File: src/rtl/core/jtl_pkg.sv
`default_nettype none

package jtl_pkg;

  localparam int MAX_NUMBER_LEN_DEF  = 99;
  localparam int MAX_KEYWORD_LEN_DEF = 7;
  localparam int OUT_FIFO_DEPTH      = 4;

  // lexer modes
  localparam logic [2:0] MODE_IDLE    = 3'd0;
  localparam logic [2:0] MODE_STRING  = 3'd1;
  localparam logic [2:0] MODE_NUMBER  = 3'd2;
  localparam logic [2:0] MODE_KEYWORD = 3'd3;
  localparam logic [2:0] MODE_DONE    = 3'd4;
  localparam logic [2:0] MODE_ERROR   = 3'd5;

  // number grammar phases
  localparam logic [2:0] PH_MINUS = 3'd0;
  localparam logic [2:0] PH_ZERO  = 3'd1;
  localparam logic [2:0] PH_INT   = 3'd2;
  localparam logic [2:0] PH_DOT   = 3'd3;
  localparam logic [2:0] PH_FRAC  = 3'd4;
  localparam logic [2:0] PH_E     = 3'd5;
  localparam logic [2:0] PH_ESIGN = 3'd6;
  localparam logic [2:0] PH_EXP   = 3'd7;

  // token types
  localparam logic [3:0] TT_END    = 4'd0;
  localparam logic [3:0] TT_LBRACE = 4'd1;
  localparam logic [3:0] TT_RBRACE = 4'd2;
  localparam logic [3:0] TT_LBRACK = 4'd3;
  localparam logic [3:0] TT_RBRACK = 4'd4;
  localparam logic [3:0] TT_COLON  = 4'd5;
  localparam logic [3:0] TT_COMMA  = 4'd6;
  localparam logic [3:0] TT_TRUE   = 4'd7;
  localparam logic [3:0] TT_FALSE  = 4'd8;
  localparam logic [3:0] TT_NULL   = 4'd9;
  localparam logic [3:0] TT_STRING = 4'd10;
  localparam logic [3:0] TT_NUMBER = 4'd11;
  localparam logic [3:0] TT_ERROR  = 4'd12;

  // error codes
  localparam logic [2:0] ERR_NONE          = 3'd0;
  localparam logic [2:0] ERR_UNEXPECTED    = 3'd1;
  localparam logic [2:0] ERR_BAD_NUMBER    = 3'd2;
  localparam logic [2:0] ERR_BAD_KEYWORD   = 3'd3;
  localparam logic [2:0] ERR_END_IN_ESCAPE = 3'd4;
  localparam logic [2:0] ERR_NO_QUOTE      = 3'd5;

  localparam logic KIND_PAYLOAD = 1'b0;
  localparam logic KIND_TOKEN   = 1'b1;

  typedef struct packed {
    logic       kind;
    logic [3:0] token_type;
    logic [7:0] payload_byte;
    logic [2:0] error_code;
    logic       last;
  } res_t;

  typedef struct packed {
    logic       stop;
    logic [2:0] phase;
  } phase_step_t;

  typedef struct packed {
    logic       emit;
    res_t       res;
    logic [2:0] mode;
    logic       num_start;
    logic [2:0] phase;
    logic       kw_start;
    logic       err;
  } idle_t;

  function automatic logic is_digit(input logic [7:0] c);
    return (c >= 8'h30) && (c <= 8'h39);
  endfunction

  function automatic logic is_alpha(input logic [7:0] c);
    return ((c >= 8'h61) && (c <= 8'h7A)) || ((c >= 8'h41) && (c <= 8'h5A));
  endfunction

  function automatic logic phase_accepts(input logic [2:0] ph);
    return (ph == PH_ZERO) || (ph == PH_INT) || (ph == PH_FRAC) || (ph == PH_EXP);
  endfunction

  function automatic res_t mk_token(input logic [3:0] tt, input logic [2:0] ec);
    res_t r;
    r              = '0;
    r.kind         = KIND_TOKEN;
    r.token_type   = tt;
    r.error_code   = ec;
    return r;
  endfunction

  function automatic res_t mk_payload(input logic [3:0] tt, input logic [7:0] c);
    res_t r;
    r              = '0;
    r.kind         = KIND_PAYLOAD;
    r.token_type   = tt;
    r.payload_byte = c;
    return r;
  endfunction

  function automatic phase_step_t phase_next(input logic [2:0] ph, input logic [7:0] c);
    phase_step_t s;
    logic        d;
    logic        e;
    logic        sgn;
    d   = is_digit(c);
    e   = (c == 8'h65) || (c == 8'h45);
    sgn = (c == 8'h2B) || (c == 8'h2D);
    s   = '{stop: 1'b1, phase: ph};
    unique case (ph)
      PH_MINUS: begin
        if (c == 8'h30) s = '{stop: 1'b0, phase: PH_ZERO};
        else if (d) s = '{stop: 1'b0, phase: PH_INT};
      end
      PH_ZERO: begin
        if (c == 8'h2E) s = '{stop: 1'b0, phase: PH_DOT};
        else if (e) s = '{stop: 1'b0, phase: PH_E};
      end
      PH_INT: begin
        if (d) s = '{stop: 1'b0, phase: PH_INT};
        else if (c == 8'h2E) s = '{stop: 1'b0, phase: PH_DOT};
        else if (e) s = '{stop: 1'b0, phase: PH_E};
      end
      PH_DOT: begin
        if (d) s = '{stop: 1'b0, phase: PH_FRAC};
      end
      PH_FRAC: begin
        if (d) s = '{stop: 1'b0, phase: PH_FRAC};
        else if (e) s = '{stop: 1'b0, phase: PH_E};
      end
      PH_E: begin
        if (d) s = '{stop: 1'b0, phase: PH_EXP};
        else if (sgn) s = '{stop: 1'b0, phase: PH_ESIGN};
      end
      PH_ESIGN: begin
        if (d) s = '{stop: 1'b0, phase: PH_EXP};
      end
      default: begin
        if (d) s = '{stop: 1'b0, phase: PH_EXP};
      end
    endcase
    return s;
  endfunction

  // byte seen between tokens
  function automatic idle_t idle_step(input logic [7:0] c);
    idle_t r;
    r      = '0;
    r.mode = MODE_IDLE;
    case (c) inside
      8'h20, 8'h09, 8'h0A, 8'h0D: ;
      8'h22: r.mode = MODE_STRING;
      8'h7B: begin r.emit = 1'b1; r.res = mk_token(TT_LBRACE, ERR_NONE); end
      8'h7D: begin r.emit = 1'b1; r.res = mk_token(TT_RBRACE, ERR_NONE); end
      8'h5B: begin r.emit = 1'b1; r.res = mk_token(TT_LBRACK, ERR_NONE); end
      8'h5D: begin r.emit = 1'b1; r.res = mk_token(TT_RBRACK, ERR_NONE); end
      8'h3A: begin r.emit = 1'b1; r.res = mk_token(TT_COLON, ERR_NONE); end
      8'h2C: begin r.emit = 1'b1; r.res = mk_token(TT_COMMA, ERR_NONE); end
      default: begin
        if ((c == 8'h2D) || is_digit(c)) begin
          r.mode      = MODE_NUMBER;
          r.num_start = 1'b1;
          r.phase     = (c == 8'h2D) ? PH_MINUS : ((c == 8'h30) ? PH_ZERO : PH_INT);
          r.emit      = 1'b1;
          r.res       = mk_payload(TT_NUMBER, c);
        end else if (is_alpha(c)) begin
          r.mode     = MODE_KEYWORD;
          r.kw_start = 1'b1;
        end else begin
          r.mode = MODE_ERROR;
          r.err  = 1'b1;
          r.emit = 1'b1;
          r.res  = mk_token(TT_ERROR, ERR_UNEXPECTED);
        end
      end
    endcase
    return r;
  endfunction

endpackage

`default_nettype wire

File: src/rtl/core/jtl_out_fifo.sv
`default_nettype none

module jtl_out_fifo
  import jtl_pkg::*;
#(
  parameter int DEPTH = OUT_FIFO_DEPTH
) (
  input  wire  clk,
  input  wire  rst_n,
  input  wire  push0,
  input  wire  push1,
  input  res_t wr0,
  input  res_t wr1,
  output logic room,
  output logic out_valid,
  input  wire  out_ready,
  output res_t rd
);

  localparam int PTR_W = $clog2(DEPTH);
  localparam int CNT_W = $clog2(DEPTH + 1);

  res_t             mem [DEPTH];
  logic [PTR_W-1:0] wp_r, wp_nxt;
  logic [PTR_W-1:0] rp_r, rp_nxt;
  logic [CNT_W-1:0] cnt_r, cnt_nxt;
  logic             pop;
  logic [CNT_W-1:0] push_n;

  assign pop       = out_valid && out_ready;
  assign push_n    = CNT_W'(push0) + CNT_W'(push1);
  assign room      = (cnt_r <= CNT_W'(DEPTH - 2));
  assign out_valid = (cnt_r != '0);
  assign rd        = mem[rp_r];

  assign wp_nxt  = wp_r + PTR_W'(push_n);
  assign rp_nxt  = rp_r + PTR_W'(pop);
  assign cnt_nxt = cnt_r + push_n - CNT_W'(pop);

  always_ff @(posedge clk) begin
    if (!rst_n) begin
      wp_r  <= '0;
      rp_r  <= '0;
      cnt_r <= '0;
    end else begin
      wp_r  <= wp_nxt;
      rp_r  <= rp_nxt;
      cnt_r <= cnt_nxt;
    end
  end

  always_ff @(posedge clk) begin
    if (push0) mem[wp_r] <= wr0;
    if (push1) mem[wp_r + PTR_W'(1)] <= wr1;
  end

  a_cnt_bound: assert property (@(posedge clk) disable iff (!rst_n)
    cnt_r <= CNT_W'(DEPTH))
    else $error("output queue count beyond depth");

  a_push_order: assert property (@(posedge clk) disable iff (!rst_n)
    push1 |-> push0)
    else $error("second result written without first");

  a_push_room: assert property (@(posedge clk) disable iff (!rst_n)
    push0 |-> room)
    else $error("result written into full queue");

endmodule

`default_nettype wire

File: src/rtl/core/json_token_lexer.sv
`default_nettype none

// Streaming JSON lexer. One text byte (or the end-of-text beat, in_tlast high) is taken per
// clock while in_tready is high; the whole lexing step for that byte is done combinationally
// and its results, at most two, go into a four-entry output queue that drives out_*. A byte
// gives no result, one, or two (a number or keyword ended by the end of text or by a byte
// that itself gives a result), so sustained input rate is set by the output side at one
// result per clock while out_tready is high. in_tready drops only when fewer than two queue
// slots are free. Strings and numbers leave as payload beats (out_tuser low) followed by a
// token beat; out_tlast marks the final result of each input beat. Errors are sticky: every
// later input beat returns the same error token until reset. After the end token no more
// results come.
module json_token_lexer
  import jtl_pkg::*;
#(
  parameter int MAX_NUMBER_LEN  = MAX_NUMBER_LEN_DEF,
  parameter int MAX_KEYWORD_LEN = MAX_KEYWORD_LEN_DEF
) (
  input  wire         clk,
  input  wire         rst_n,
  input  wire         in_tvalid,
  output logic        in_tready,
  input  wire  [7:0]  in_tdata,   // [7:0] data_byte
  input  wire         in_tlast,   // end_of_input
  output logic        out_tvalid,
  input  wire         out_tready,
  output logic [15:0] out_tdata,  // [3:0] token_type, [11:4] payload_byte, [14:12] error_code
  output logic        out_tuser,  // kind
  output logic        out_tlast   // last
);

  localparam int NL_W = $clog2(MAX_NUMBER_LEN + 1);
  localparam int KL_W = $clog2(MAX_KEYWORD_LEN + 1);
  localparam int KI_W = $clog2(MAX_KEYWORD_LEN);
  localparam logic [NL_W-1:0] NUM_MAX = NL_W'(MAX_NUMBER_LEN);
  localparam logic [KL_W-1:0] KW_MAX  = KL_W'(MAX_KEYWORD_LEN);

  logic [2:0]      mode_r, mode_nxt;
  logic [2:0]      phase_r, phase_nxt;
  logic [NL_W-1:0] nl_r, nl_nxt;
  logic [KL_W-1:0] kl_r, kl_nxt;
  logic            esc_r, esc_nxt;
  logic [2:0]      err_r, err_nxt;
  logic [7:0]      kw_r [MAX_KEYWORD_LEN];

  logic            accept;
  logic [7:0]      c;
  logic            eoi;
  idle_t           idl;
  phase_step_t     ps;
  res_t            r0, r1;
  logic            v0, v1;
  logic            use_idle0, use_idle1;
  logic            kw_wr;
  logic [KI_W-1:0] kw_wr_idx;
  logic            kw_true, kw_false, kw_null;
  logic [3:0]      kw_type;
  logic            num_ok;

  assign accept = in_tvalid && in_tready;
  assign c      = in_tdata;
  assign eoi    = in_tlast;
  assign idl    = idle_step(c);
  assign ps     = phase_next(phase_r, c);

  assign kw_true  = (kl_r == KL_W'(4)) && (kw_r[0] == 8'h74) && (kw_r[1] == 8'h72) &&
                    (kw_r[2] == 8'h75) && (kw_r[3] == 8'h65);
  assign kw_false = (kl_r == KL_W'(5)) && (kw_r[0] == 8'h66) && (kw_r[1] == 8'h61) &&
                    (kw_r[2] == 8'h6C) && (kw_r[3] == 8'h73) && (kw_r[4] == 8'h65);
  assign kw_null  = (kl_r == KL_W'(4)) && (kw_r[0] == 8'h6E) && (kw_r[1] == 8'h75) &&
                    (kw_r[2] == 8'h6C) && (kw_r[3] == 8'h6C);
  assign kw_type  = kw_true ? TT_TRUE : (kw_false ? TT_FALSE : TT_NULL);

  // a digit right after a leading zero is not a valid terminator
  assign num_ok = phase_accepts(phase_r) && !(!eoi && (phase_r == PH_ZERO) && is_digit(c));

  always_comb begin
    mode_nxt  = mode_r;
    phase_nxt = phase_r;
    nl_nxt    = nl_r;
    kl_nxt    = kl_r;
    esc_nxt   = esc_r;
    err_nxt   = err_r;
    v0        = 1'b0;
    v1        = 1'b0;
    r0        = '0;
    r1        = '0;
    use_idle0 = 1'b0;
    use_idle1 = 1'b0;
    kw_wr     = 1'b0;
    kw_wr_idx = kl_r[KI_W-1:0];
    unique case (mode_r)
      MODE_ERROR: begin
        v0 = 1'b1;
        r0 = mk_token(TT_ERROR, err_r);
      end
      MODE_DONE: ;
      MODE_STRING: begin
        if (eoi) begin
          mode_nxt = MODE_ERROR;
          err_nxt  = esc_r ? ERR_END_IN_ESCAPE : ERR_NO_QUOTE;
          v0       = 1'b1;
          r0       = mk_token(TT_ERROR, err_nxt);
        end else if (esc_r) begin
          esc_nxt = 1'b0;
          v0      = 1'b1;
          r0      = mk_payload(TT_STRING, c);
        end else if (c == 8'h5C) begin
          esc_nxt = 1'b1;
        end else if (c == 8'h22) begin
          mode_nxt = MODE_IDLE;
          v0       = 1'b1;
          r0       = mk_token(TT_STRING, ERR_NONE);
        end else begin
          v0 = 1'b1;
          r0 = mk_payload(TT_STRING, c);
        end
      end
      MODE_NUMBER: begin
        if (eoi || ps.stop) begin
          if (num_ok) begin
            v0       = 1'b1;
            r0       = mk_token(TT_NUMBER, ERR_NONE);
            mode_nxt = MODE_IDLE;
            nl_nxt   = '0;
            if (eoi) begin
              v1       = 1'b1;
              r1       = mk_token(TT_END, ERR_NONE);
              mode_nxt = MODE_DONE;
            end else begin
              use_idle1 = 1'b1;
            end
          end else begin
            mode_nxt = MODE_ERROR;
            err_nxt  = ERR_BAD_NUMBER;
            v0       = 1'b1;
            r0       = mk_token(TT_ERROR, ERR_BAD_NUMBER);
          end
        end else if (nl_r >= NUM_MAX) begin
          mode_nxt = MODE_ERROR;
          err_nxt  = ERR_BAD_NUMBER;
          v0       = 1'b1;
          r0       = mk_token(TT_ERROR, ERR_BAD_NUMBER);
        end else begin
          phase_nxt = ps.phase;
          nl_nxt    = nl_r + NL_W'(1);
          v0        = 1'b1;
          r0        = mk_payload(TT_NUMBER, c);
        end
      end
      MODE_KEYWORD: begin
        if (!eoi && is_alpha(c) && (kl_r < KW_MAX)) begin
          kw_wr  = 1'b1;
          kl_nxt = kl_r + KL_W'(1);
        end else if (kw_true || kw_false || kw_null) begin
          v0       = 1'b1;
          r0       = mk_token(kw_type, ERR_NONE);
          mode_nxt = MODE_IDLE;
          kl_nxt   = '0;
          if (eoi) begin
            v1       = 1'b1;
            r1       = mk_token(TT_END, ERR_NONE);
            mode_nxt = MODE_DONE;
          end else begin
            use_idle1 = 1'b1;
          end
        end else begin
          mode_nxt = MODE_ERROR;
          err_nxt  = ERR_BAD_KEYWORD;
          v0       = 1'b1;
          r0       = mk_token(TT_ERROR, ERR_BAD_KEYWORD);
        end
      end
      default: begin
        if (eoi) begin
          v0       = 1'b1;
          r0       = mk_token(TT_END, ERR_NONE);
          mode_nxt = MODE_DONE;
        end else begin
          use_idle0 = 1'b1;
        end
      end
    endcase

    // byte in idle mode, or a terminating byte, handled as between tokens
    if (use_idle0 || use_idle1) begin
      mode_nxt = idl.mode;
      if (idl.mode == MODE_STRING) esc_nxt = 1'b0;
      if (idl.num_start) begin
        phase_nxt = idl.phase;
        nl_nxt    = NL_W'(1);
      end
      if (idl.kw_start) begin
        kw_wr     = 1'b1;
        kw_wr_idx = '0;
        kl_nxt    = KL_W'(1);
      end
      if (idl.err) err_nxt = ERR_UNEXPECTED;
      if (use_idle0) begin
        v0 = idl.emit;
        r0 = idl.res;
      end else begin
        v1 = idl.emit;
        r1 = idl.res;
      end
    end

    if (v1) r1.last = 1'b1;
    else r0.last = 1'b1;
  end

  always_ff @(posedge clk) begin
    if (!rst_n) begin
      mode_r  <= MODE_IDLE;
      phase_r <= PH_MINUS;
      nl_r    <= '0;
      kl_r    <= '0;
      esc_r   <= 1'b0;
      err_r   <= ERR_NONE;
    end else if (accept) begin
      mode_r  <= mode_nxt;
      phase_r <= phase_nxt;
      nl_r    <= nl_nxt;
      kl_r    <= kl_nxt;
      esc_r   <= esc_nxt;
      err_r   <= err_nxt;
    end
  end

  always_ff @(posedge clk) begin
    if (accept && kw_wr) kw_r[kw_wr_idx] <= c;
  end

  res_t rd;
  logic push0, push1;

  assign push0 = accept && v0;
  assign push1 = accept && v1;

  jtl_out_fifo #(
    .DEPTH(OUT_FIFO_DEPTH)
  ) u_out_fifo (
    .clk       (clk),
    .rst_n     (rst_n),
    .push0     (push0),
    .push1     (push1),
    .wr0       (r0),
    .wr1       (r1),
    .room      (in_tready),
    .out_valid (out_tvalid),
    .out_ready (out_tready),
    .rd        (rd)
  );

  assign out_tdata = {1'b0, rd.error_code, rd.payload_byte, rd.token_type};
  assign out_tuser = rd.kind;
  assign out_tlast = rd.last;

  a_done_silent: assert property (@(posedge clk) disable iff (!rst_n)
    (accept && (mode_r == MODE_DONE)) |-> (!push0 && !push1))
    else $error("result produced after end token");

  a_error_repeat: assert property (@(posedge clk) disable iff (!rst_n)
    (accept && (mode_r == MODE_ERROR)) |->
      (push0 && !push1 && (r0.token_type == TT_ERROR) && (r0.error_code == err_r)))
    else $error("halted lexer did not repeat its error");

  a_error_sticky: assert property (@(posedge clk) disable iff (!rst_n)
    (mode_r == MODE_ERROR) |=> ((mode_r == MODE_ERROR) && $stable(err_r)))
    else $error("error state left before reset");

  a_kw_len: assert property (@(posedge clk) disable iff (!rst_n)
    kl_r <= KW_MAX)
    else $error("keyword length beyond limit");

endmodule

`default_nettype wire

File: config.mk
export PLATFORM = sky130hd
export DESIGN_NAME = json_token_lexer
export DESIGN_NICKNAME = d
export VERILOG_FILES = /design/src/rtl/core/jtl_pkg.sv /design/src/rtl/core/jtl_out_fifo.sv /design/src/rtl/core/json_token_lexer.sv
export SDC_FILE = /design/constraint.sdc
export NUM_CORES = 1
export LEC_CHECK = 0
export BUFFER_PORTS_ARGS = -buffer_cell sky130_fd_sc_hd__buf_2
export CORE_MARGIN = 3
export CORE_UTILIZATION = 60
export DETAILED_ROUTE_END_ITERATION = 16
export PLACE_DENSITY = 0.74
export SYNTH_ARGS = -nofsm -noshare
export SYNTH_HDL_FRONTEND = slang
export SYNTH_HIERARCHICAL = 1
export SYNTH_SLANG_ARGS = --single-unit
export TNS_END_PERCENT = 1
File: constraint.sdc
create_clock -name clk -period 6.7 [get_ports clk]
set_input_delay 0 -clock clk [delete_from_list [all_inputs] [get_ports clk]]
set_output_delay 0 -clock clk [all_outputs]
set_load 0.01 [all_outputs]
[Word-level counts from Yosys, hierarchy flattened]
Memory sizes are Yosys's and may differ from the RTL's. A register that Yosys moved wholly into a read port is not among the register bits.
Cells that the tools add are included.
Storage, ports and cells
  flip-flop bits (word level): 27
  latch bits: 0
  memory bits (writable): 124
  memory bits (read-only): 0
  input bits: 13
  output and inout port bits: 20
  word-level logic and storage cells: 273
  memories: 2
Memory list
  u_out_fifo.mem: depth 4, bits a word 17, rd ports 1, clocked after memory_dff 1, wr ports 2, line jtl_out_fifo.sv:23  | res_t mem [DEPTH];
  kw_r: depth 7, bits a word 8, rd ports 5, clocked after memory_dff 0, wr ports 1, line json_token_lexer.sv:44  | logic [7:0] kw_r [MAX_KEYWORD_LEN];
Cells by class
  $add $sub $neg: 8
  $mul: 0
  divide/modulo/power cells: 0
  $lt $le $gt $ge: 9
  equal/unequal tests: 50
  shift operators: 0
  mux-type cells: 148
  bitwise gates (word level): 0
  reductions and logical operators: 47
Operator list (number)
  $mux W17: 16
  $mux W18: 9
  $eq A8 B7 Y1 const B: 19
  $mux W3: 41
  $pmux W17 S5: 1
  $eq A8 B6 Y1 const B: 8
  $mux W4: 12
  $mux W6: 8
  $mux W7: 6
  $mux W1: 41
  $pmux W17 S2: 1
  $logic_and A1 B1 Y1: 26
  $eq A8 B4 Y1 const B: 3
  $pmux W4 S6: 1
  $eq A3 B3 Y1 const B: 7
  $mux W21: 1
  $ge A8 B7 Y1 const B: 2
  $le A8 B7 Y1 const B: 2
  $mux W16: 1
  $ne A4 B4 Y1 const B: 4
  $mux W15: 1
  $eq A3 B2 Y1 const B: 4
  $pmux W3 S4: 1
  $logic_or A1 B1 Y1: 11
  28 further kinds: 36

[Depth between registers and ports, before layout]
  word-level depth: 19
  mapped depth: 18
  gate-level depth less buffers: 18

[By module]
Netlist, hierarchy kept.
By module, submodules not included
  json_token_lexer: instances 1, cells an instance 434, area an instance 3868.7 um2, seq. area each 1601.5 um2
  jtl_out_fifo: instances 1, cells an instance 207, area an instance 3731.1 um2, seq. area each 2182.1 um2

[Least setup slack after synthesis]
No wires, ideal clock.
  kind: register to register
  from: memory kw_r[0][3]
  to: register u_out_fifo.cnt_r[2]
  setup time: 0.065 ns
  data arrival time: 4.073 ns
  required time: 6.635 ns
  path slack: 2.562 ns
  stages on the path, launching flop included: 17
  buffers on the path: 0
  clock period less this slack: 4.138 ns
  cell sequence: edfxtp_1 or4b_1 or2_2 a2bb2o_1 a31o_2 a22o_2 nand3_1 and2_1 nor2_1 ha_1 inv_1 ha_1 inv_1 ha_1 fa_1 xnor3_1 nor2b_1
RTL lines
  start, declared: line json_token_lexer.sv:44
  end signal, assigned: line jtl_out_fifo.sv:48  | cnt_r <= cnt_nxt;
  end, declared: line jtl_out_fifo.sv:26  | logic [CNT_W-1:0] cnt_r, cnt_nxt;

[Worst setup path after layout]
  from: register mode_r[1]
  to: register u_out_fifo.cnt_r[2]
Between the ends
  word-level cells in the longest chain between the ends: 9
  elaborated cells on any way between the ends: 21
  those cells by class: add/sub (3); eq/ne (5); mux (8); reduce/logical (5)
RTL lines
  start, declared: line json_token_lexer.sv:38  | logic [2:0] mode_r, mode_nxt;
  start signal, assigned: line json_token_lexer.sv:221  | mode_r <= mode_nxt;
  $eq A3 B2 Y1, or another cell as far along: line json_token_lexer.sv:92  | unique case (mode_r)
  $reduce_or A5 Y1 (no source line)
  $mux W1: line json_token_lexer.sv:92
  $mux W1 or $logic_or A1 B1 Y1 (tied branches): line json_token_lexer.sv:199, json_token_lexer.sv:186
  $mux W1 *: line json_token_lexer.sv:186  | if (use_idle0 || use_idle1) begin
  $logic_and A1 B1 Y1 *: line json_token_lexer.sv:238  | assign push1 = accept && v1;
  net push1: line json_token_lexer.sv:235  | logic push0, push1;
  $add A1 B1 Y2 *: line jtl_out_fifo.sv:31  | assign push_n = CNT_W'(push0) + CNT_W'(push1);
  $add A3 B3 Y3 *: line jtl_out_fifo.sv:38  | assign cnt_nxt = cnt_r + push_n - CNT_W'(pop);
  $sub A3 B1 Y3 *: line jtl_out_fifo.sv:38
The timed path passes the listed nets; every way through them passes the cells marked *.
A chain may end at the register's enable or synchronous reset.

==> results.md <==
- Cell area after layout: 8560 um2
- CTS Buf Count: 17
- Worst Hold Class: input port to flip-flop
- Psw: 0.712 mW
- Finish-stage setup viols: 0
- Global-route wire length before repair: 29.1 mm
- Setup Skew: 0.00959 ns
- Min Tclk post-route: 4.76 ns
- DRC viols: 0
- DRT iter0 DRCs: 679
- Startpoint type of the worst setup path: flip-flop
- Die Height: 119 um
- Worst Setup Path Type: flip-flop to flip-flop
- Placed instance area: 7920 um2
- DR WL/cell: 20.9 um
- Worst-path fanout max: 12
- Initial Utilization: 0.622
- Layout Cells excl Fill: 867
- Max-slew headroom: 0.340
- Post-DP HPWL: 12.1 mm
- Dpl cells: 829
- Slew @ Worst Pin: 0.989 ns
- Setup WS post-layout: 1.94 ns
- Post-synthesis sequential area ratio: 0.498
- CTS max path bufs: 2
- Asr flop ratio synth: 0
- Cell Area, Synth: roughly 7600 um2
- Flops & latches, synth: 135
- Crit path DAT: 5.11 ns
- Post_cts resized: 0
- Final Cycle Share: 0.711
- Share of layout cells above drive strength 1: 0.262
- Ant. Diodes: 0
- TritonCTS clock tree: yes
- Clock Pin Slew Worst Setup and Hold Paths: approximately 0.060 ns
- Net count reported at finish: 710
- Vias in the first global route: 5540
- Switching Share: 0.282
- GRT Residual Overflow: 0
- Share of the synthesized area in the top cell type: 0.427
- Cells after Synth: 641
- Std cell rows: 40
- Pre-CTS setup slack: 2.00 ns
- 1st-pass router iterations: 5
- Core footprint: around 12000 um2
- RSZ-0062 raised after global routing: no
- Combinational share of power: 0.226
- Max-Cap Viols: 0
- Die width: 119 um
- Die area: 14100 um2
- IO Port Bufs: 31
- Worst vdd ir: 0.329 mV
- TNS Setup: 0 ns
- DR vias/cell: 6.39
- Gr usage total: 0.266
- YS warnings: 6
- Ranking of synthesized cells by area: edfxtp_1, mux2_2, dfxtp_1
- Netlist cell types: 91
- Final Hold Fails: 0
- Fmax: 210 MHz
- Post-synth EDFFs: approximately 110
- Final WL: about 18 mm
- Largest net degree at the start of global routing: 25
- CTS root buf: clkbuf_16
- Final slew viol count: 0
- Pwr per Cell Area: 295 nW/um2
- Routed Antenna Nets: 0
- Area leader, netlist: edfxtp_1
- Layout area overhead: 12.6%
- Reg power frac: 0.417
- I/O Pins: 33
- Pint: 1.81 mW
- CP required: 7.05 ns
- Initial antenna violation count: 0
- Clk sink count: 135
- Outcome: finished clean
- Number of H-tree levels: 4
- Fill count: 940
- Clock network fraction of total power: 0.357
- Routability cong.: between 0.9 and 1
- Clock Latency Late Sink: approximately 0.42 ns
- Average size of a mapped cell: 11.9 um2
- Via count: 5541
- Ys flop type: edfxtp_1
- Crit end category: flip-flop
- Leak Pwr: 3.12 nW
critical path, stage by stage (launching register included):
cell and delay, ns:
dfxtp_1 0.53, inv_1 0.20, nor3_1 0.79, and3_1 0.35, a22o_2 0.28, nand3_1 0.14, and2_1 0.25, nor2_1 0.45
ha_1 0.36, inv_1 0.08, ha_1 0.12, inv_1 0.04, ha_1 0.19, fa_1 0.46, xnor3_1 0.34, nor2b_1 0.13
layout make-up:
cell class                      count  area [um2]  share of cell area
Clock buffer                       23         520              0.0608
Clock inverter                      9        60.1             0.00702
Inverter                           18        67.6             0.00789
Multi-Input combinational cell    468        3630               0.425
Sequential cell                   135        3780               0.442
Tap cell                          168         210              0.0246
Timing Repair Buffer               46         283              0.0330
worst paths after layout:
kind         slack [ns]                   to  depth (start not counted)        start
max reg2reg        1.94  u_out_fifo/cnt_r[2]                         15    mode_r[1]
min reg2reg        0.52             err_r[0]                          1     err_r[0]
max                1.94  u_out_fifo/cnt_r[2]                         15    mode_r[1]
min                0.03           kw_r[4][2]                          1  in_tdata[2]
power by group through the flow:
stage / sequential [mW] / clock [mW] / combinational (mW)
final: 1.05 / 0.900 / 0.571
after detailed placement: 1.07 / 0 / 0.566
after global routing: 1.06 / 0.947 / 0.625
after floorplan: 1.04 / 0 / 0.433
after CTS: 1.05 / 0.911 / 0.573
after global placement: 1.07 / 0 / 0.559
cells in the mapped netlist, types with 4 or more instances:
cell type	n
edfxtp_1	108
o211ai_1	5
nand4_1	4
or2_2	4
and3_1	10
nor4_1	9
a21boi_0	5
nand2b_1	8
inv_1	17
o21a_1	4
dfxtp_1	27
nor3b_1	5
buf_2	8
o21ai_0	18
o2111ai_1	6
mux2_2	68
and2_1	13
ha_1	10
nand3b_1	4
nand2_1	49
mux4_2	17
nor2b_1	9
nand3_1	12
o31a_1	5
a31oi_1	9
nor2_1	31
or3_1	5
a211oi_1	6
nand4b_1	5
clkbuf_1	22
nor3_1	23
o21ai_1	4
a21oi_1	29
cells in the final DEF (no fill, tap or decap), types with 8 or more instances in the layout:
| cell type | synthesis | layout |
|---|---|---|
| a21oi_1 | 29 | 29 |
| a31oi_1 | 9 | 9 |
| and2_1 | 13 | 13 |
| and3_1 | 10 | 10 |
| buf_2 | 8 | 31 |
| buf_4 | 3 | 9 |
| clkbuf_16 | 0 | 19 |
| conb_1 | 1 | 17 |
| dfxtp_1 | 27 | 27 |
| edfxtp_1 | 108 | 108 |
| ha_1 | 10 | 10 |
| inv_1 | 17 | 17 |
| mux2_2 | 68 | 68 |
| mux4_2 | 17 | 17 |
| nand2_1 | 49 | 49 |
| nand2b_1 | 8 | 8 |
| nand3_1 | 12 | 12 |
| nor2_1 | 31 | 31 |
| nor2b_1 | 9 | 9 |
| nor3_1 | 23 | 23 |
| nor4_1 | 9 | 9 |
| o21ai_0 | 18 | 16 |
kinds of logic (layout without fill, tap and decap cells):
family | count (synthesis) | in the layout | share of synthesized area
compound gates | 134 | 134 | 0.126
xor+xnor | 6 | 6 | 0.0105
fa+ha+maj | 11 | 11 | 0.0191
buf+inv | 54 | 96 | 0.0319
flops | 135 | 135 | 0.498
mux | 87 | 87 | 0.154
other cells | 1 | 17 | 0.000493
simple gates | 213 | 213 | 0.160
state kept, by name (all words and copies together), names as in the netlist:
register,count
kw_r,40
u_out_fifo/wp_r,2
mode_r,3
u_out_fifo/cnt_r,3
esc_r,1
phase_r,3
kl_r,3
u_out_fifo/rp_r,2
err_r,3
nl_r,7
u_out_fifo/mem,68
through the flow:
step | power, mW | hold WS [ns] | util
2_1_floorplan | 1.47 | 0.0989 | -
3_3_place_gp | 1.63 | 0.384 | 0.648
3_5_place_dp | 1.64 | 0.373 | 0.648
4_1_cts | 2.54 | 0.000139 | 0.701
5_1_grt | 2.63 | 0.0233 | 0.701
6_report | 2.53 | 0.0292 | 0.701
metal layers:
layer | vias up | routed length, um | global-route usage
li1 | 2574 | - | -
met1 | 2691 | 7850 | 0.352
met5 | - | 0 | 0
met3 | 35 | 1160 | 0.0531
met4 | 0 | 407 | 0.106
met2 | 241 | 8690 | 0.431
repair_timing:
| action | CTS | global route |
|---|---|---|
| setup buffers | 0 | 0 |
| hold buffers | 6 | 0 |
| endpoints found under the hold margin | 30 | 0 |
Note: power is estimated with default switching activity, not from simulation.
